<file path="src/rtl/frac_n_pll_register_generator_macros.svh">
// ----------------------------------------------------------------------------
// Fractional-N register generator assertion macros
// Shared concurrent assertion forms, clocked on clk, disabled in reset.
// ----------------------------------------------------------------------------
`ifndef FRAC_N_PLL_REGISTER_GENERATOR_MACROS_SVH
`define FRAC_N_PLL_REGISTER_GENERATOR_MACROS_SVH

// same-cycle implication
`define FNPLL_ASSERT_SAME(lbl, ante, cons, msg) \
  lbl: assert property (@(posedge clk) disable iff (!rst_n) (ante) |-> (cons)) \
    else $error(msg);

// next-cycle implication
`define FNPLL_ASSERT_NEXT(lbl, ante, cons, msg) \
  lbl: assert property (@(posedge clk) disable iff (!rst_n) (ante) |=> (cons)) \
    else $error(msg);

`endif

</file>
<file path="src/rtl/fnpll_pkg.sv">
// ----------------------------------------------------------------------------
// fnpll_pkg
// Types, constants and helpers shared by the register generator modules.
// ----------------------------------------------------------------------------
`default_nettype none

package fnpll_pkg;

  localparam int WORD_W     = 32;
  localparam int FREQ_W     = 16;
  localparam int IDX_W      = 3;
  localparam int NUM_SHADOW = 6;
  localparam int RCNT_W     = 10;
  localparam int MOD_W      = 12;
  localparam int N_W        = 16;
  localparam int D_W        = 3;
  localparam int FRAC_BITS  = 4;
  localparam int DEXP_MAX   = 6;
  localparam int VCO_WIDE_W = FREQ_W + DEXP_MAX;
  localparam int DIVD_W     = FREQ_W + FRAC_BITS;
  localparam int DIVS_W     = FREQ_W + 1;
  localparam int DIV_STEPS  = DIVD_W;
  localparam int STEP_W     = $clog2(DIV_STEPS + 1);

  localparam logic [FREQ_W-1:0] REF_FREQ_RST = 16'd1000;

  localparam logic [WORD_W-1:0] MASK_DIV_SEL = 32'h0070_0000;
  localparam logic [WORD_W-1:0] MASK_R0_KEEP = 32'h8000_0007;
  localparam logic [WORD_W-1:0] BIT_EN_MAIN  = 32'h0000_0020;
  localparam logic [WORD_W-1:0] BIT_EN_AUX   = 32'h0000_0100;

  localparam int DSEL_LSB    = 20;
  localparam int RCNT_LSB    = 14;
  localparam int MOD_LSB     = 3;
  localparam int N_LSB       = 15;
  localparam int FRAC_LSB    = 3;
  localparam int DBL_BIT     = 25;
  localparam int HALF_BIT    = 24;
  localparam int EN_MAIN_BIT = 5;
  localparam int EN_AUX_BIT  = 8;

  localparam logic [IDX_W-1:0] REG_W0 = 3'd0;
  localparam logic [IDX_W-1:0] REG_W1 = 3'd1;
  localparam logic [IDX_W-1:0] REG_W2 = 3'd2;
  localparam logic [IDX_W-1:0] REG_W4 = 3'd4;

  typedef enum logic [1:0] {
    ACT_WRITE  = 2'd0,
    ACT_SETF   = 2'd1,
    ACT_ENABLE = 2'd2,
    ACT_READ   = 2'd3
  } action_t;

  typedef enum logic [3:0] {
    RK_RAW,
    RK_W4,
    RK_W2,
    RK_W0,
    RK_EN_ITEM,
    RK_EN_MAIN,
    RK_EN_AUX,
    RK_READ,
    RK_ERR
  } res_kind_t;

  typedef enum logic [3:0] {
    ST_IDLE,
    ST_DECODE,
    ST_ONE,
    ST_ERR,
    ST_DIV_REF,
    ST_CHK_PFD,
    ST_DIV_VCO,
    ST_W4,
    ST_W2,
    ST_W0,
    ST_EN_MAIN,
    ST_EN_AUX
  } fnpll_state_t;

  typedef struct packed {
    logic      load;
    logic      div_start;
    logic      div_vco;
    logic      cap_pfd;
    logic      cap_nf;
    logic      emit;
    res_kind_t kind;
    logic      last;
  } ctrl_cmd_t;

  typedef struct packed {
    action_t action;
    logic    rcnt_zero;
    logic    pfd_zero;
    logic    div_done;
    logic    d_same;
    logic    out_free;
  } ctrl_stat_t;

  // output divider exponent from target frequency thresholds
  function automatic logic [D_W-1:0] out_div_exp(input logic [FREQ_W-1:0] f);
    logic [D_W-1:0] d;
    priority if (f < 16'd687)   d = 3'd6;
    else if (f < 16'd1375)      d = 3'd5;
    else if (f < 16'd2750)      d = 3'd4;
    else if (f < 16'd5500)      d = 3'd3;
    else if (f < 16'd11000)     d = 3'd2;
    else if (f < 16'd22000)     d = 3'd1;
    else                        d = 3'd0;
    return d;
  endfunction

endpackage

`default_nettype wire

</file>
<file path="src/rtl/fnpll_div.sv">
// ----------------------------------------------------------------------------
// fnpll_div
// Restoring divider, one quotient bit per cycle.
// ----------------------------------------------------------------------------
`default_nettype none

module fnpll_div (
  input  wire logic                       clk,
  input  wire logic                       rst_n,
  input  wire logic                       start,
  input  wire logic [fnpll_pkg::DIVD_W-1:0] dividend,
  input  wire logic [fnpll_pkg::DIVS_W-1:0] divisor,
  output logic                            busy,
  output logic                            done,
  output logic [fnpll_pkg::DIVD_W-1:0]    quotient
);
  import fnpll_pkg::*;

  logic [DIVS_W-1:0] rem_r, rem_nxt;
  logic [DIVS_W-1:0] dvs_r, dvs_nxt;
  logic [DIVD_W-1:0] quo_r, quo_nxt;
  logic [STEP_W-1:0] cnt_r, cnt_nxt;
  logic              busy_r, busy_nxt;
  logic              done_r, done_nxt;
  logic [DIVS_W:0]   shifted;
  logic [DIVS_W:0]   diff;

  always_comb begin
    shifted  = {rem_r, quo_r[DIVD_W-1]};
    diff     = shifted - {1'b0, dvs_r};
    rem_nxt  = rem_r;
    dvs_nxt  = dvs_r;
    quo_nxt  = quo_r;
    cnt_nxt  = cnt_r;
    busy_nxt = busy_r;
    done_nxt = 1'b0;
    if (start) begin
      rem_nxt  = '0;
      dvs_nxt  = divisor;
      quo_nxt  = dividend;
      cnt_nxt  = STEP_W'(DIV_STEPS);
      busy_nxt = 1'b1;
    end else if (busy_r) begin
      if (!diff[DIVS_W]) begin
        rem_nxt = diff[DIVS_W-1:0];
        quo_nxt = {quo_r[DIVD_W-2:0], 1'b1};
      end else begin
        rem_nxt = shifted[DIVS_W-1:0];
        quo_nxt = {quo_r[DIVD_W-2:0], 1'b0};
      end
      cnt_nxt = cnt_r - 1'b1;
      if (cnt_r == STEP_W'(1)) begin
        busy_nxt = 1'b0;
        done_nxt = 1'b1;
      end
    end
  end

  always_ff @(posedge clk) begin
    if (!rst_n) begin
      busy_r <= 1'b0;
      done_r <= 1'b0;
      cnt_r  <= '0;
    end else begin
      busy_r <= busy_nxt;
      done_r <= done_nxt;
      cnt_r  <= cnt_nxt;
    end
  end

  always_ff @(posedge clk) begin
    rem_r <= rem_nxt;
    dvs_r <= dvs_nxt;
    quo_r <= quo_nxt;
  end

  assign busy     = busy_r;
  assign done     = done_r;
  assign quotient = quo_r;

endmodule

`default_nettype wire

</file>
<file path="src/rtl/fnpll_ctrl.sv">
// ----------------------------------------------------------------------------
// fnpll_ctrl
// Sequencer: item decode, divider phases and result emission order.
// ----------------------------------------------------------------------------
`default_nettype none

module fnpll_ctrl (
  input  wire logic                  clk,
  input  wire logic                  rst_n,
  input  wire logic                  in_valid,
  output logic                       in_stall,
  input  wire fnpll_pkg::ctrl_stat_t stat,
  output fnpll_pkg::ctrl_cmd_t       cmd
);
  import fnpll_pkg::*;

  fnpll_state_t state_r, state_nxt;

  always_ff @(posedge clk) begin
    if (!rst_n) begin
      state_r <= ST_IDLE;
    end else begin
      state_r <= state_nxt;
    end
  end

  always_comb begin
    state_nxt = state_r;
    cmd       = '0;
    cmd.kind  = RK_RAW;
    in_stall  = 1'b1;
    unique case (state_r)
      ST_IDLE: begin
        in_stall = 1'b0;
        if (in_valid) begin
          cmd.load  = 1'b1;
          state_nxt = ST_DECODE;
        end
      end
      ST_DECODE: begin
        unique case (stat.action)
          ACT_SETF: begin
            if (stat.rcnt_zero) begin
              state_nxt = ST_ERR;
            end else begin
              cmd.div_start = 1'b1;
              state_nxt     = ST_DIV_REF;
            end
          end
          default: state_nxt = ST_ONE;
        endcase
      end
      ST_ONE: begin
        cmd.emit = 1'b1;
        cmd.last = 1'b1;
        unique case (stat.action)
          ACT_WRITE:  cmd.kind = RK_RAW;
          ACT_ENABLE: cmd.kind = RK_EN_ITEM;
          ACT_READ:   cmd.kind = RK_READ;
          default:    cmd.kind = RK_ERR;
        endcase
        if (stat.out_free) state_nxt = ST_IDLE;
      end
      ST_ERR: begin
        cmd.emit = 1'b1;
        cmd.last = 1'b1;
        cmd.kind = RK_ERR;
        if (stat.out_free) state_nxt = ST_IDLE;
      end
      ST_DIV_REF: begin
        if (stat.div_done) begin
          cmd.cap_pfd = 1'b1;
          state_nxt   = ST_CHK_PFD;
        end
      end
      ST_CHK_PFD: begin
        if (stat.pfd_zero) begin
          state_nxt = ST_ERR;
        end else begin
          cmd.div_start = 1'b1;
          cmd.div_vco   = 1'b1;
          state_nxt     = ST_DIV_VCO;
        end
      end
      ST_DIV_VCO: begin
        if (stat.div_done) begin
          cmd.cap_nf = 1'b1;
          state_nxt  = ST_W4;
        end
      end
      ST_W4: begin
        if (stat.d_same) begin
          state_nxt = ST_W2;
        end else begin
          cmd.emit = 1'b1;
          cmd.kind = RK_W4;
          if (stat.out_free) state_nxt = ST_W2;
        end
      end
      ST_W2: begin
        cmd.emit = 1'b1;
        cmd.kind = RK_W2;
        if (stat.out_free) state_nxt = ST_W0;
      end
      ST_W0: begin
        cmd.emit = 1'b1;
        cmd.kind = RK_W0;
        if (stat.out_free) state_nxt = ST_EN_MAIN;
      end
      ST_EN_MAIN: begin
        cmd.emit = 1'b1;
        cmd.kind = RK_EN_MAIN;
        if (stat.out_free) state_nxt = ST_EN_AUX;
      end
      ST_EN_AUX: begin
        cmd.emit = 1'b1;
        cmd.last = 1'b1;
        cmd.kind = RK_EN_AUX;
        if (stat.out_free) state_nxt = ST_IDLE;
      end
      default: state_nxt = ST_IDLE;
    endcase
  end

endmodule

`default_nettype wire

</file>
<file path="src/rtl/fnpll_dp.sv">
// ----------------------------------------------------------------------------
// fnpll_dp
// Datapath: shadow words, item capture, divider, word assembly, output beat.
// ----------------------------------------------------------------------------
`default_nettype none

module fnpll_dp (
  input  wire logic                         clk,
  input  wire logic                         rst_n,
  input  wire fnpll_pkg::ctrl_cmd_t         cmd,
  output fnpll_pkg::ctrl_stat_t             stat,
  input  wire logic                         cfg_wr_en,
  input  wire logic [fnpll_pkg::FREQ_W-1:0] cfg_wr_data,
  input  wire logic [1:0]                   in_action,
  input  wire logic [fnpll_pkg::WORD_W-1:0] in_word,
  input  wire logic [fnpll_pkg::IDX_W-1:0]  in_reg_index,
  input  wire logic [fnpll_pkg::FREQ_W-1:0] in_target_freq,
  input  wire logic                         in_out_select,
  input  wire logic                         in_out_enable,
  output logic                              out_valid,
  input  wire logic                         out_stall,
  output logic                              out_tx_valid,
  output logic [fnpll_pkg::WORD_W-1:0]      out_tx_word,
  output logic [fnpll_pkg::WORD_W-1:0]      out_read_data,
  output logic                              out_error,
  output logic                              out_last
);
  import fnpll_pkg::*;
  `include "frac_n_pll_register_generator_macros.svh"

  logic [FREQ_W-1:0] ref_freq_r;
  logic [WORD_W-1:0] shadow_r [NUM_SHADOW];

  action_t           act_r;
  logic [WORD_W-1:0] word_r;
  logic [IDX_W-1:0]  idx_r;
  logic [FREQ_W-1:0] tf_r;
  logic              sel_r;
  logic              en_r;
  logic [D_W-1:0]    d_r;
  logic [WORD_W-1:0] r4_r, r2_r, r1_r, r0_r;
  logic [DIVS_W-1:0] pfd_r;
  logic [N_W-1:0]    n_r;
  logic [MOD_W-1:0]  frac_r;

  logic              out_valid_r;
  logic              out_tx_valid_r;
  logic [WORD_W-1:0] out_tx_word_r;
  logic [WORD_W-1:0] out_read_data_r;
  logic              out_error_r;
  logic              out_last_r;

  logic [RCNT_W-1:0]     rcnt;
  logic [MOD_W-1:0]      mod_val;
  logic [D_W-1:0]        cur_d;
  logic [VCO_WIDE_W-1:0] vco_wide;
  logic [FREQ_W-1:0]     vco;
  logic [DIVD_W-1:0]     div_dividend;
  logic [DIVS_W-1:0]     div_divisor;
  logic [DIVD_W-1:0]     div_q;
  logic                  div_busy;
  logic                  div_done;
  logic [DIVS_W-1:0]     pfd_cap;
  logic [2*N_W-1:0]      prod_wide;
  logic [N_W-1:0]        prod;
  logic [WORD_W-1:0]     shadow4;
  logic                  res_tx_valid;
  logic [WORD_W-1:0]     res_word;
  logic [WORD_W-1:0]     res_read;
  logic                  res_error;
  logic                  out_free;
  logic                  fire;

  assign rcnt     = r2_r[RCNT_LSB +: RCNT_W];
  assign mod_val  = r1_r[MOD_LSB +: MOD_W];
  assign cur_d    = r4_r[DSEL_LSB +: D_W];
  assign vco_wide = {{(VCO_WIDE_W-FREQ_W){1'b0}}, tf_r} << d_r;
  assign vco      = vco_wide[FREQ_W-1:0];

  assign div_dividend = cmd.div_vco ? {vco, {FRAC_BITS{1'b0}}}
                                    : {{(DIVD_W-FREQ_W){1'b0}}, ref_freq_r};
  assign div_divisor  = cmd.div_vco ? pfd_r : {{(DIVS_W-RCNT_W){1'b0}}, rcnt};

  fnpll_div u_div (
    .clk      (clk),
    .rst_n    (rst_n),
    .start    (cmd.div_start),
    .dividend (div_dividend),
    .divisor  (div_divisor),
    .busy     (div_busy),
    .done     (div_done),
    .quotient (div_q)
  );

  assign pfd_cap   = ({1'b0, div_q[FREQ_W-1:0]} << r2_r[DBL_BIT]) >> r2_r[HALF_BIT];
  assign prod_wide = {{(2*N_W-FRAC_BITS){1'b0}}, div_q[FRAC_BITS-1:0]}
                   * {{(2*N_W-MOD_W){1'b0}}, mod_val};
  assign prod      = prod_wide[N_W-1:0];

  assign shadow4 = shadow_r[REG_W4];

  always_comb begin
    res_tx_valid = 1'b0;
    res_word     = '0;
    res_read     = '0;
    res_error    = 1'b0;
    unique case (cmd.kind)
      RK_RAW: begin
        res_tx_valid = 1'b1;
        res_word     = word_r;
      end
      RK_W4: begin
        res_tx_valid = 1'b1;
        res_word     = (r4_r & ~MASK_DIV_SEL) | (WORD_W'(d_r) << DSEL_LSB);
      end
      RK_W2: begin
        res_tx_valid = 1'b1;
        res_word     = r2_r;
      end
      RK_W0: begin
        res_tx_valid = 1'b1;
        res_word     = (r0_r & MASK_R0_KEEP) | (WORD_W'(n_r) << N_LSB)
                     | (WORD_W'(frac_r) << FRAC_LSB);
      end
      RK_EN_ITEM: begin
        res_tx_valid = 1'b1;
        res_word     = sel_r ? ((shadow4 & ~BIT_EN_AUX) | (WORD_W'(en_r) << EN_AUX_BIT))
                             : ((shadow4 & ~BIT_EN_MAIN) | (WORD_W'(en_r) << EN_MAIN_BIT));
      end
      RK_EN_MAIN: begin
        res_tx_valid = 1'b1;
        res_word     = shadow4 | BIT_EN_MAIN;
      end
      RK_EN_AUX: begin
        res_tx_valid = 1'b1;
        res_word     = shadow4 | BIT_EN_AUX;
      end
      RK_READ: begin
        res_read = (idx_r < IDX_W'(NUM_SHADOW)) ? shadow_r[idx_r] : '1;
      end
      RK_ERR: begin
        res_error = 1'b1;
      end
      default: begin
        res_error = 1'b0;
      end
    endcase
  end

  assign out_free = !out_valid_r || !out_stall;
  assign fire     = cmd.emit && out_free;

  always_ff @(posedge clk) begin
    if (!rst_n) begin
      ref_freq_r  <= REF_FREQ_RST;
      out_valid_r <= 1'b0;
      for (int i = 0; i < NUM_SHADOW; i++) begin
        shadow_r[i] <= '0;
      end
    end else begin
      if (cfg_wr_en) ref_freq_r <= cfg_wr_data;
      if (fire) begin
        out_valid_r <= 1'b1;
      end else if (!out_stall) begin
        out_valid_r <= 1'b0;
      end
      if (fire && res_tx_valid && (res_word[IDX_W-1:0] < IDX_W'(NUM_SHADOW))) begin
        shadow_r[res_word[IDX_W-1:0]] <= res_word;
      end
    end
  end

  always_ff @(posedge clk) begin
    if (cmd.load) begin
      act_r  <= action_t'(in_action);
      word_r <= in_word;
      idx_r  <= in_reg_index;
      tf_r   <= in_target_freq;
      sel_r  <= in_out_select;
      en_r   <= in_out_enable;
      d_r    <= out_div_exp(in_target_freq);
      r4_r   <= shadow_r[REG_W4];
      r2_r   <= shadow_r[REG_W2];
      r1_r   <= shadow_r[REG_W1];
      r0_r   <= shadow_r[REG_W0];
    end
    if (cmd.cap_pfd) pfd_r <= pfd_cap;
    if (cmd.cap_nf) begin
      n_r    <= div_q[DIVD_W-1:FRAC_BITS];
      frac_r <= prod[N_W-1:FRAC_BITS];
    end
    if (fire) begin
      out_tx_valid_r  <= res_tx_valid;
      out_tx_word_r   <= res_word;
      out_read_data_r <= res_read;
      out_error_r     <= res_error;
      out_last_r      <= cmd.last;
    end
  end

  assign stat.action    = act_r;
  assign stat.rcnt_zero = (rcnt == '0);
  assign stat.pfd_zero  = (pfd_r == '0);
  assign stat.div_done  = div_done;
  assign stat.d_same    = (cur_d == d_r);
  assign stat.out_free  = out_free;

  assign out_valid     = out_valid_r;
  assign out_tx_valid  = out_tx_valid_r;
  assign out_tx_word   = out_tx_word_r;
  assign out_read_data = out_read_data_r;
  assign out_error     = out_error_r;
  assign out_last      = out_last_r;

  `FNPLL_ASSERT_SAME(a_div_start_idle, cmd.div_start, !div_busy,
                     "divider started while busy")
  `FNPLL_ASSERT_SAME(a_nf_pfd_nonzero, cmd.cap_nf, pfd_r != '0,
                     "N and FRAC captured with zero comparison frequency")
  `FNPLL_ASSERT_SAME(a_err_beat, out_valid_r && out_error_r,
                     !out_tx_valid_r && out_last_r && out_tx_word_r == '0,
                     "error beat carries a word or is not last")
  `FNPLL_ASSERT_NEXT(a_shadow4_update,
                     fire && res_tx_valid && res_word[IDX_W-1:0] == REG_W4,
                     shadow_r[REG_W4] == $past(res_word),
                     "shadow word 4 not updated by sent word")

endmodule

`default_nettype wire

</file>
<file path="src/rtl/frac_n_pll_register_generator.sv">
// ----------------------------------------------------------------------------
// frac_n_pll_register_generator
// Control-word generator for a fractional-N synthesizer with shadow copy.
// ----------------------------------------------------------------------------
// Input channel (in_*): one beat per command (raw write, set frequency,
// output enable, shadow read). in_stall is high while a command is in work;
// one command is handled at a time.
// Result channel (out_*): one to five beats per command, out_last on the
// final one. An output register decouples the sides, so the next command
// is taken while the last beat still waits to be taken.
// A raw write, enable or read passes the decode state and the single-beat
// state before its beat is registered at the output.
// Set frequency runs two divisions on the shared restoring divider
// (reference / R, then target shifted by the output divider exponent over
// the comparison frequency, with 4 fraction bits) before its first beat.
// out_stall holds the output beat and pauses the sequencer; nothing is lost.
// cfg_wr_en writes the reference frequency; reset sets it to 100 MHz and
// clears the six shadow words and all control state.
// ----------------------------------------------------------------------------
`default_nettype none

module frac_n_pll_register_generator (
  input  wire logic                         clk,
  input  wire logic                         rst_n,
  input  wire logic                         cfg_wr_en,
  input  wire logic [fnpll_pkg::FREQ_W-1:0] cfg_wr_data,
  input  wire logic                         in_valid,
  output logic                              in_stall,
  input  wire logic [1:0]                   in_action,
  input  wire logic [fnpll_pkg::WORD_W-1:0] in_word,
  input  wire logic [fnpll_pkg::IDX_W-1:0]  in_reg_index,
  input  wire logic [fnpll_pkg::FREQ_W-1:0] in_target_freq,
  input  wire logic                         in_out_select,
  input  wire logic                         in_out_enable,
  output logic                              out_valid,
  input  wire logic                         out_stall,
  output logic                              out_tx_valid,
  output logic [fnpll_pkg::WORD_W-1:0]      out_tx_word,
  output logic [fnpll_pkg::WORD_W-1:0]      out_read_data,
  output logic                              out_error,
  output logic                              out_last
);
  import fnpll_pkg::*;

  ctrl_cmd_t  cmd;
  ctrl_stat_t stat;

  fnpll_ctrl u_ctrl (
    .clk      (clk),
    .rst_n    (rst_n),
    .in_valid (in_valid),
    .in_stall (in_stall),
    .stat     (stat),
    .cmd      (cmd)
  );

  fnpll_dp u_dp (
    .clk            (clk),
    .rst_n          (rst_n),
    .cmd            (cmd),
    .stat           (stat),
    .cfg_wr_en      (cfg_wr_en),
    .cfg_wr_data    (cfg_wr_data),
    .in_action      (in_action),
    .in_word        (in_word),
    .in_reg_index   (in_reg_index),
    .in_target_freq (in_target_freq),
    .in_out_select  (in_out_select),
    .in_out_enable  (in_out_enable),
    .out_valid      (out_valid),
    .out_stall      (out_stall),
    .out_tx_valid   (out_tx_valid),
    .out_tx_word    (out_tx_word),
    .out_read_data  (out_read_data),
    .out_error      (out_error),
    .out_last       (out_last)
  );

endmodule

`default_nettype wire

</file>
<file path="config.mk">
export PLATFORM = sky130hd
export DESIGN_NAME = frac_n_pll_register_generator
export DESIGN_NICKNAME = d
export VERILOG_FILES = /design/src/rtl/fnpll_pkg.sv /design/src/rtl/fnpll_div.sv /design/src/rtl/fnpll_ctrl.sv /design/src/rtl/fnpll_dp.sv /design/src/rtl/frac_n_pll_register_generator.sv
export VERILOG_INCLUDE_DIRS = /design/src /design/src/rtl
export SDC_FILE = /design/constraint.sdc
export NUM_CORES = 1
export LEC_CHECK = 0
export BUFFER_PORTS_ARGS = -buffer_cell sky130_fd_sc_hd__buf_2
export CAP_MARGIN = 25
export CELL_PAD_IN_SITES_DETAIL_PLACEMENT = 0
export CELL_PAD_IN_SITES_GLOBAL_PLACEMENT = 1
export CORE_MARGIN = 8
export CORE_UTILIZATION = 50
export DETAILED_ROUTE_END_ITERATION = 8
export PLACE_DENSITY = 0.78
export SYNTH_ARGS = -nofsm -noshare
export SYNTH_HDL_FRONTEND = slang
export SYNTH_SLANG_ARGS = --single-unit
</file>
<file path="constraint.sdc">
create_clock -name clk -period 7.6 [get_ports clk]
set_input_delay 0.76 -clock clk [delete_from_list [all_inputs] [get_ports clk]]
set_output_delay 0.76 -clock clk [all_outputs]
set_load 0.02 [all_outputs]
</file>
=== Yosys cells after proc, flatten, opt, wreduce, memory -nomap -nowiden ===
Memory sizes are Yosys's and may differ from the RTL's. A register that Yosys moved wholly into a read port is not among the register bits.
Cells that the tools add are included.

* Register bits after elaboration: 284
* Memory bits (writable): 192
* Input port bits: 76
* Output and inout bits: 69
* Logic and storage cells: 162
* Memories: 1

{| class="wikitable"
|+ Memories
! memory !! depth !! width !! rd ports !! clocked after Yosys merged registers in !! write ports !! line !! source
|-
| u_dp.shadow_r || 6 || 32 || 5 || 4 || 6 || fnpll_dp.sv:32 || <nowiki>logic [WORD_W-1:0] shadow_r [NUM_SHADOW];</nowiki>
|}

* Add/sub/neg operators: 2
* $mul: 1
* Magnitude comparators: 8
* Equality and inequality tests: 33
* Shift-type cells: 3
* Muxes and demuxes: 60
* Bitwise logic cells: 7
* Reduce and logical (&&, ||, !) cells: 19

{| class="wikitable"
|+ Operators with widths
! cell !! count
|-
| 32-bit case mux with 7 select lines || 1
|-
| 32-bit two-way mux || 3
|-
| 20-bit two-way mux || 3
|-
| 4-bit two-way mux || 10
|-
| 4-bit case mux with 10 select lines || 1
|-
| 5-bit case mux with 7 select lines || 1
|-
| 4-bit by 3-bit equality test with 1-bit output, second input constant || 8
|-
| 32-bit by 15-bit OR with 32-bit output || 1
|-
| 32-bit by 23-bit OR with 32-bit output || 1
|-
| 32-bit by 31-bit OR with 32-bit output || 1
|-
| 32-bit by 6-bit OR with 32-bit output || 1
|-
| 32-bit by 9-bit OR with 32-bit output || 1
|-
| 32-bit OR reduction || 1
|-
| 1-bit two-way mux || 25
|-
| 4-bit equality test, second input constant || 5
|-
| 3-bit two-way mux || 6
|-
| 18-bit by 17-bit subtractor with 18-bit output || 1
|-
| 17-bit logical NOT || 1
|-
| 17-bit two-way mux || 1
|-
| 16-bit by 1-bit left shift with 17-bit output || 1
|-
| 17-bit by 1-bit right shift with 17-bit output || 1
|-
| 4-bit by 2-bit equality test with 1-bit output, second input constant || 4
|-
| 16-bit by 10-bit < comparator with 1-bit output, second input constant || 1
|-
| 16-bit by 11-bit < comparator with 1-bit output, second input constant || 1
|-
| other kinds (33) || 53
|}

=== Longest topological paths before layout ===
Gate-level depths: netlist of the first run.

* Depth after elaboration: 13
* Depth in mapped cells: 17
* Depth with buffers taken out: 16

=== Hierarchy ===
From an unflattened synthesis of the first run, not the netlist that was laid out.

* Cell total of the unflattened synthesis: 1965
* Area, all modules: 27168.6 µm²

{| class="wikitable"
|+ Modules (own cells, without submodules)
! module !! instances !! cells an instance !! area each (µm²)
|-
| fnpll_dp || 1 || 1543 || 23194.7
|-
| fnpll_div || 1 || 350 || 3512.1
|-
| fnpll_ctrl || 1 || 72 || 461.7
|}

=== Worst setup path after synthesis of the first run ===
No wires, ideal clock.

* Kind: register -> register
* Start point: register u_dp.d_r[0]
* End point: register u_dp.out_error_r (netlist: u_dp.out_error), enable pin
* Setup time: 0.514 ns
* Arrival: 4.332 ns
* Required time: 7.086 ns
* Path slack: 2.754 ns
* Stages on the path, launching flop included: 7
* Path buffers: 1
* Period minus slack after synthesis: 4.846 ns
* Cells stage by stage: edfxtp_1 -> buf_4 -> xor2_1 -> nor3_2 -> nor2_4 -> nor2_2 -> a21oi_1

* Cells in the longest elaborated chain, start to end: 4

{| class="wikitable"
|+ Ends and longest elaborated chain
! what !! line !! source
|-
| from (decl) || fnpll_dp.sv:40 || <nowiki>logic [D_W-1:0] d_r;</nowiki>
|-
| from (signal assigned) || fnpll_dp.sv:181 || <nowiki>d_r <= out_div_exp(in_target_freq);</nowiki>
|-
| 3-bit equality test || fnpll_dp.sv:205 || <nowiki>assign stat.d_same = (cur_d == d_r);</nowiki>
|-
| 5-bit two-way mux || fnpll_ctrl.sv:92 || <nowiki>if (stat.d_same) begin</nowiki>
|-
| 5-bit case mux with 7 select lines || fnpll_ctrl.sv:32 || <nowiki>unique case (state_r)</nowiki>
|-
| 1-bit logical AND || fnpll_dp.sv:151 || <nowiki>assign fire = cmd.emit && out_free;</nowiki>
|-
| named net u_dp.fire || fnpll_dp.sv:72 || <nowiki>logic fire;</nowiki>
|-
| to (signal assigned) || fnpll_dp.sv:196 || <nowiki>out_error_r <= res_error;</nowiki>
|-
| to (decl) || fnpll_dp.sv:50 || <nowiki>logic out_error_r;</nowiki>
|}

The timed path passes the listed nets, and every way through them passes these cells.
A chain may end at the register's enable or synchronous reset.

==> results of run 1 <==
-- report_power, final --
part           switching [mW]  internal [mW]  leakage, nW  total, mW
Clock                    1.28           1.81         1.03       3.10
Combinational            1.54           1.00         4.90       2.55
Sequential              0.303           4.11         5.73       4.42
Total                    3.13           6.93         11.7       10.1
-- stage by stage --
step	hold slack, ps	std cells
global placement	428.5	2754
global route	302.0	2873
detailed placement	435.5	2757
finish	326.6	2874
floorplan	420.7	1997
CTS	294.1	2872
-- critical path: stages, from the launching register on --
cell and delay [ps]:
edfxtp_1 880, xor2_1 240, nor3_2 110, o21ai_1 210, o21ai_4 80, buf_4 310
a221oi_2 630, nand2_1 170, or3_1 370, nand2_1 650, buf_4 430
-- metal layers --
metal	share of wire (%)	vias to the layer above	routed length, µm	GRT usage (%)
li1	-	7427	-	-
met1	44	8270	28430	29.71
met2	48	550	31470	35.03
met3	5.9	105	3859	3.258
met4	1.9	0	1204	5.505
met5	0	-	0	0
-- cell type report --
| cell class | count | area [µm²] |
|---|---|---|
| flip-flops and latches | 591 | 17270 |
| well taps | 688 | 860.8 |
| clock inverters | 35 | 356.6 |
| repair buffers | 178 | 1025 |
| clock buffers | 80 | 1745 |
| inverters | 125 | 474.2 |
| diodes | 1 | 2.502 |
| multi-input cells | 1176 | 8537 |
| fillers | 4174 | 22060 |
-- cells by family (layout without fill, tap and decap cells) --
family / count (synthesis) / after routing / synth area share, %
AOI/OAI and AO/OA: 283 / 283 / 6.905
xor gates and xnor gates: 30 / 30 / 0.9960
adders and majority gates: 57 / 57 / 3.272
buffers and inverters: 230 / 418 / 3.462
DFF: 591 / 591 / 65.45
muxes: 193 / 193 / 10.51
other: 1 / 75 / 0.01421
and+or+nand+nor: 539 / 539 / 9.395
-- synthesized netlist by cell type (all sizes together), types with 23 or more instances --
| cell | number | area [µm²] |
|---|---|---|
| o21ai | 78 | 394.1 |
| a31oi | 23 | 143.9 |
| edfxtp | 543 | 16310 |
| nand2 | 164 | 615.6 |
| mux2i | 116 | 1161 |
| mux4 | 66 | 1486 |
| clkbuf | 71 | 267.8 |
| nand2b | 40 | 250.2 |
| a221oi | 33 | 319.1 |
| and2 | 37 | 232.7 |
| buf | 34 | 176.4 |
| inv | 125 | 469.2 |
| dfxtp | 48 | 960.9 |
| ha | 37 | 462.9 |
| a21oi | 80 | 404.1 |
| nor2 | 199 | 757.0 |
| nor2b | 25 | 156.4 |
-- sequential cells by signal, summed over array words and instances (netlist names), 16 cells and up, named ones only --
register             flops
u_dp.n_r                16
u_dp.out_read_data      32
u_dp.out_tx_word        32
u_dp.pfd_r              17
u_dp.r2_r               32
u_dp.r4_r               32
u_dp.ref_freq_r         16
u_dp.shadow_r          256
u_dp.tf_r               16
u_dp.u_div.dvs_r        17
u_dp.u_div.quotient     20
u_dp.u_div.rem_r        17
u_dp.word_r             32
-- worst max path at each step --
| stage | from | to | slack (ps) | cells after the start |
|---|---|---|---|---|
| 4_1_cts | u_dp.d_r[0]$_SDFFCE_PP0P_ | u_dp.shadow_r[3][14]$_SDFFCE_PN0P_ | 3150 | 10 |
| 5_1_grt | u_dp.d_r[0]$_SDFFCE_PP0P_ | u_dp.shadow_r[3][14]$_SDFFCE_PN0P_ | 2940 | 10 |
| 3_5_place_dp | u_dp.d_r[0]$_SDFFCE_PP0P_ | u_dp.shadow_r[3][11]$_SDFFCE_PN0P_ | 3150 | 10 |
| 6_report | u_dp.d_r[0]$_SDFFCE_PP0P_ | u_dp.shadow_r[3][21]$_SDFFCE_PN0P_ | 3190 | 10 |
| 2_1_floorplan | u_dp.d_r[0]$_SDFFCE_PP0P_ | u_dp.out_error$_DFFE_PP_ | 2750 | 6 |
| 3_3_place_gp | u_dp.d_r[0]$_SDFFCE_PP0P_ | u_dp.shadow_r[3][11]$_SDFFCE_PN0P_ | 2830 | 10 |
==> flow_summary.toml, run 1 <==
[logic_synthesis]
ys_warn_count = 0
seq_area_frac_synth_pct = 65.45
syn_area_mm2 = 0.02638
async_reset_ff_share_pct = 0
synth_edf_count = 543
synth-seq-cells = 591
synthFlopType = "edfxtp_1"
synth.avg_cell_area_um2 = 13.71
synth_cell_type_count = 70
syn_inst = 1924

[setup_path]
critical_path_class = "register to register"
reg2reg_to = "u_dp.shadow_r[3][21]$_SDFFCE_PN0P_"
r2r-start = "u_dp.d_r[0]$_SDFFCE_PP0P_"
crit_fanout = 32
r2r_slack_ps = 3190
cp.arrival_ps = 4680
end_kind = "register"
start_kind = "register"
reg2regPathDepth = 10
crit_required_ps = 7870

[clocking]
hold_buffers = 0
cts.path.max_buffers = 3
cts_sinks = 591
postCtsSetupBuffers = 0
cts_buffers = 66
clk_latency_ps = 610
root_buffer = "clkbuf_16"
h-tree-depth = 3
cts_resized = 0
tritoncts = "built"
clk_pin_slew_ps = 60

[drt]
drt_iter0_drc = 1417
drt-pass1-iter-count = 6
wl_um = 64960
ant_nets = 0
drc = 0
drt-vias-per-instance = 5.690
vias = 16352
wl_per_cell_um = 22.60

[global_route]
grt_pass1_vias = 16395
grt_pass1_wl_um = 98360
antenna_found_initial = 1
overflow = 0
grt_usage_pct = 21.35
grt_max_degree = 71

[power_and_ir_drop]
pwr_density_cell_mw_per_mm2 = 332.2
p_total_mw = 10.06
leakage_nw = 11.66
vdd_drop_max_uv = 179.1

[floorplan]
std_cell_rows = 84
fp.dieW_um = 245.7
core_mm2 = 0.05234
die-area_mm2 = 0.06037
die_y_um = 245.7
ios = 145
initial_core_util_pct = 50.40

[sta]
timing.slew.headroom_pct = 30.78
clock_skew_ps = 34.48
fin_crit_ps = 4410
hold_viol = 0
drv_slew = 0
worst_pin_slew_ps = 1038
finalSetupViolCount = 0
rsz0062_at_grt = "no"
worst_slack_ps = 3190
fmax_mhz = 226.8
setup_tns_ps = 0
fin_crit_sh_pct = 58.02

[cells_and_area]
drive_above_1_share_pct = 17.44
fin_area_mm2 = 0.03028
fin_util_pct = 57.84
final_common_cell = "edfxtp_1"
area.growth.synth_to_final_pct = 14.76
nets = 2271
final_cell_mix = "edfxtp_1, nor2_1, nand2_1"

[worst_hold_path]
min_path_cells = 1
hp-start = "in_word[9]"
worstHoldPathType = "input port to register"
holdPathEnd = "u_dp.word_r[9]$_DFFE_PP_"

[job]
cap_violations = 0

[placed_design]
place_ws_ps = 3153
port_buffers = 144
placed_cell_area_mm2 = 0.02814
place_congestion = 0.8269
dp_hpwl_um = 42910

[status]
status = "complete, no violations"
Note: power is estimated with default switching activity, not from simulation.
==> run 2: changes to the inputs <==
- CORE_UTILIZATION: 50 -> 46
- PLACE_DENSITY: 0.78 -> 0.76
- clock period: 7.6 -> 3.6 ns (I/O delays scaled with it)
==> run 2 against run 1 <==
Worst setup slack got worse by 3100 ps. Die area is 8.1% higher. Largest cell class unchanged. Cell count rose by 6.6%.
==> flow_summary.toml, run 2 (synthesis gave the netlist of run 1 again) <==
[drt]
ant_nets = 0
wl_um = 68080
wl_per_cell_um = 22.23
drt-pass1-iter-count = 6
drc = 0
vias = 16866
drt_iter0_drc = 1466
drt-vias-per-instance = 5.506

[setup_path]
cp.arrival_ps = 3880
start_kind = "register"
critical_path_class = "register to register"
crit_fanout = 3
crit_required_ps = 3980
end_kind = "register"

[power_and_ir_drop]
seqPwrFrac_pct = 43.0
switching_share_pct = 31.22
p_total_mw = 21.55
leakage_nw = 12.16
combPwrFrac_pct = 27.2
internal_power_mw = 14.82
power.switching_mw = 6.727
vdd_drop_max_uv = 426.2
pwr_density_cell_mw_per_mm2 = 684.6
clkPwrFrac_pct = 29.8

[floorplan]
ios = 145
fp.dieW_um = 255.5
std_cell_rows = 87
die_y_um = 255.5
core_mm2 = 0.05660
initial_core_util_pct = 46.61
die-area_mm2 = 0.06527

[cells_and_area]
final_common_cell = "edfxtp_1"
largest_register_ffs = 256
nets = 2388
n_antenna_cell = 0
n_fill_cell = 4672
fin_util_pct = 55.60
top_register = "u_dp.shadow_r"
drive_above_1_share_pct = 19.03
area.growth.synth_to_final_pct = 19.29
final_cell_mix = "edfxtp_1, nor2_1, nand2_1"

[sta]
timing.hold.ws_ps = 181.6
rsz0062_at_grt = "yes"
fmax_mhz = 285.7
fin_crit_ps = 3500
timing.slew.headroom_pct = 35.55
clock_skew_ps = 24.08
fin_crit_sh_pct = 97.23
drv_slew = 0
worst_pin_slew_ps = 966.7
finalSetupViolCount = 0
hold_viol = 0

[clocking]
tritoncts = "built"
clk_latency_ps = 640
root_buffer = "clkbuf_16"
clk_pin_slew_ps = 60
h-tree-depth = 2
cts_buffers = 60
cts.path.max_buffers = 3
cts_sinks = 591

[placed_design]
port_buffers = 144
dp_hpwl_um = 45610
place_congestion = 0.8483

[job]
cap_violations = 0

[global_route]
antenna_found_initial = 2
grt_pass1_wl_um = 103500
grt_pass1_vias = 17365
grt_max_degree = 68
grt_usage_pct = 20.40
overflow = 0

[worst_hold_path]
worstHoldPathType = "input port to register"

[status]
status = "complete, no violations"
[run 2: cell count changes in the layout (fill, tap and decap cells not counted), sizes merged, moves of 4 or more]
| cell | before | now |
|---|---|---|
| buf | 178 | 230 |
| bufinv | 5 | 9 |
| clkbuf | 80 | 73 |
| clkinv | 29 | 21 |
| clkinvlp | 1 | 7 |
| dlygate4sd3 | 0 | 71 |
| inv | 125 | 129 |
[run 2: through the flow]
step,area [µm²],worst slack (ps),instances,setup TNS (ps)
after global placement,28640,-18.40,2876,-25.57
after detailed placement,28640,-120.1,2876,-244.9
after global routing,31470,-45.50,3063,-67.14
after floorplan,26670,32.57,1997,0
after CTS,31400,15.66,3061,0
final,31470,99.63,3063,0
[run 2: worst max-delay path, stage by stage, from the launching register on]
cell	delay, ps
edfxtp_1	410
nand2_1	110
fa_1	440
fa_1	520
inv_1	40
ha_1	260
and4_4	220
a31oi_4	90
o21ba_4	230
o21ai_4	190
a31oi_4	130
a21oi_2	210
a21oi_2	90
o21bai_1	210
xor2_1	100
[run 2: final timing paths]
check | from | end | slack, ps | depth (start not counted)
worst max-delay path | u_dp.r1_r[3]$_DFFE_PP_ | u_dp.frac_r[11]$_DFFE_PP_ | 100 | 14
worst min register to register | u_dp.shadow_r[2][30]$_SDFFCE_PN0P_ | u_dp.r2_r[30]$_DFFE_PP_ | 440 | 0
worst max register to register | u_dp.r1_r[3]$_DFFE_PP_ | u_dp.frac_r[11]$_DFFE_PP_ | 100 | 14
worst min-delay path | out_stall | u_dp.out_valid$_SDFFE_PN0P_ | 180 | 3
[run 2: cell type report]
cell class                 instances  area, µm²  share of cell area, %
multi-input combinational       1176       8589                  27.29
tap                              756      945.9                  3.006
clock buffer                      73       1550                  4.926
timing repair buffer             301       2156                  6.850
sequential                       591      17270                  54.89
inverter                         125      473.0                  1.503
clock inverter                    41      483.0                  1.535
[run 2: power groups by stage]
stage	Clock, mW	Sequential (mW)	Combinational [mW]
floorplan	0	9.27	3.90
global placement	0	9.36	5.60
detailed placement	0	9.38	5.71
CTS	6.57	9.26	5.82
global route	6.81	9.35	6.44
finish	6.42	9.26	5.87
[run 2: layer usage]
layer / part of all wire [%] / track usage, %
met2: 48 / 34.05
met5: 0 / 0
met3: 6.9 / 3.706
met4: 2.5 / 5.688
met1: 42 / 27.28
[run 2: what timing repair did]
item	4_1_cts	5_1_grt
hold buffers	71	0
buffers inserted	0	2
pin swaps	1	9
resized for setup	4	11
endpoints found under the hold margin	74	0
setup endpoints to repair	3	3
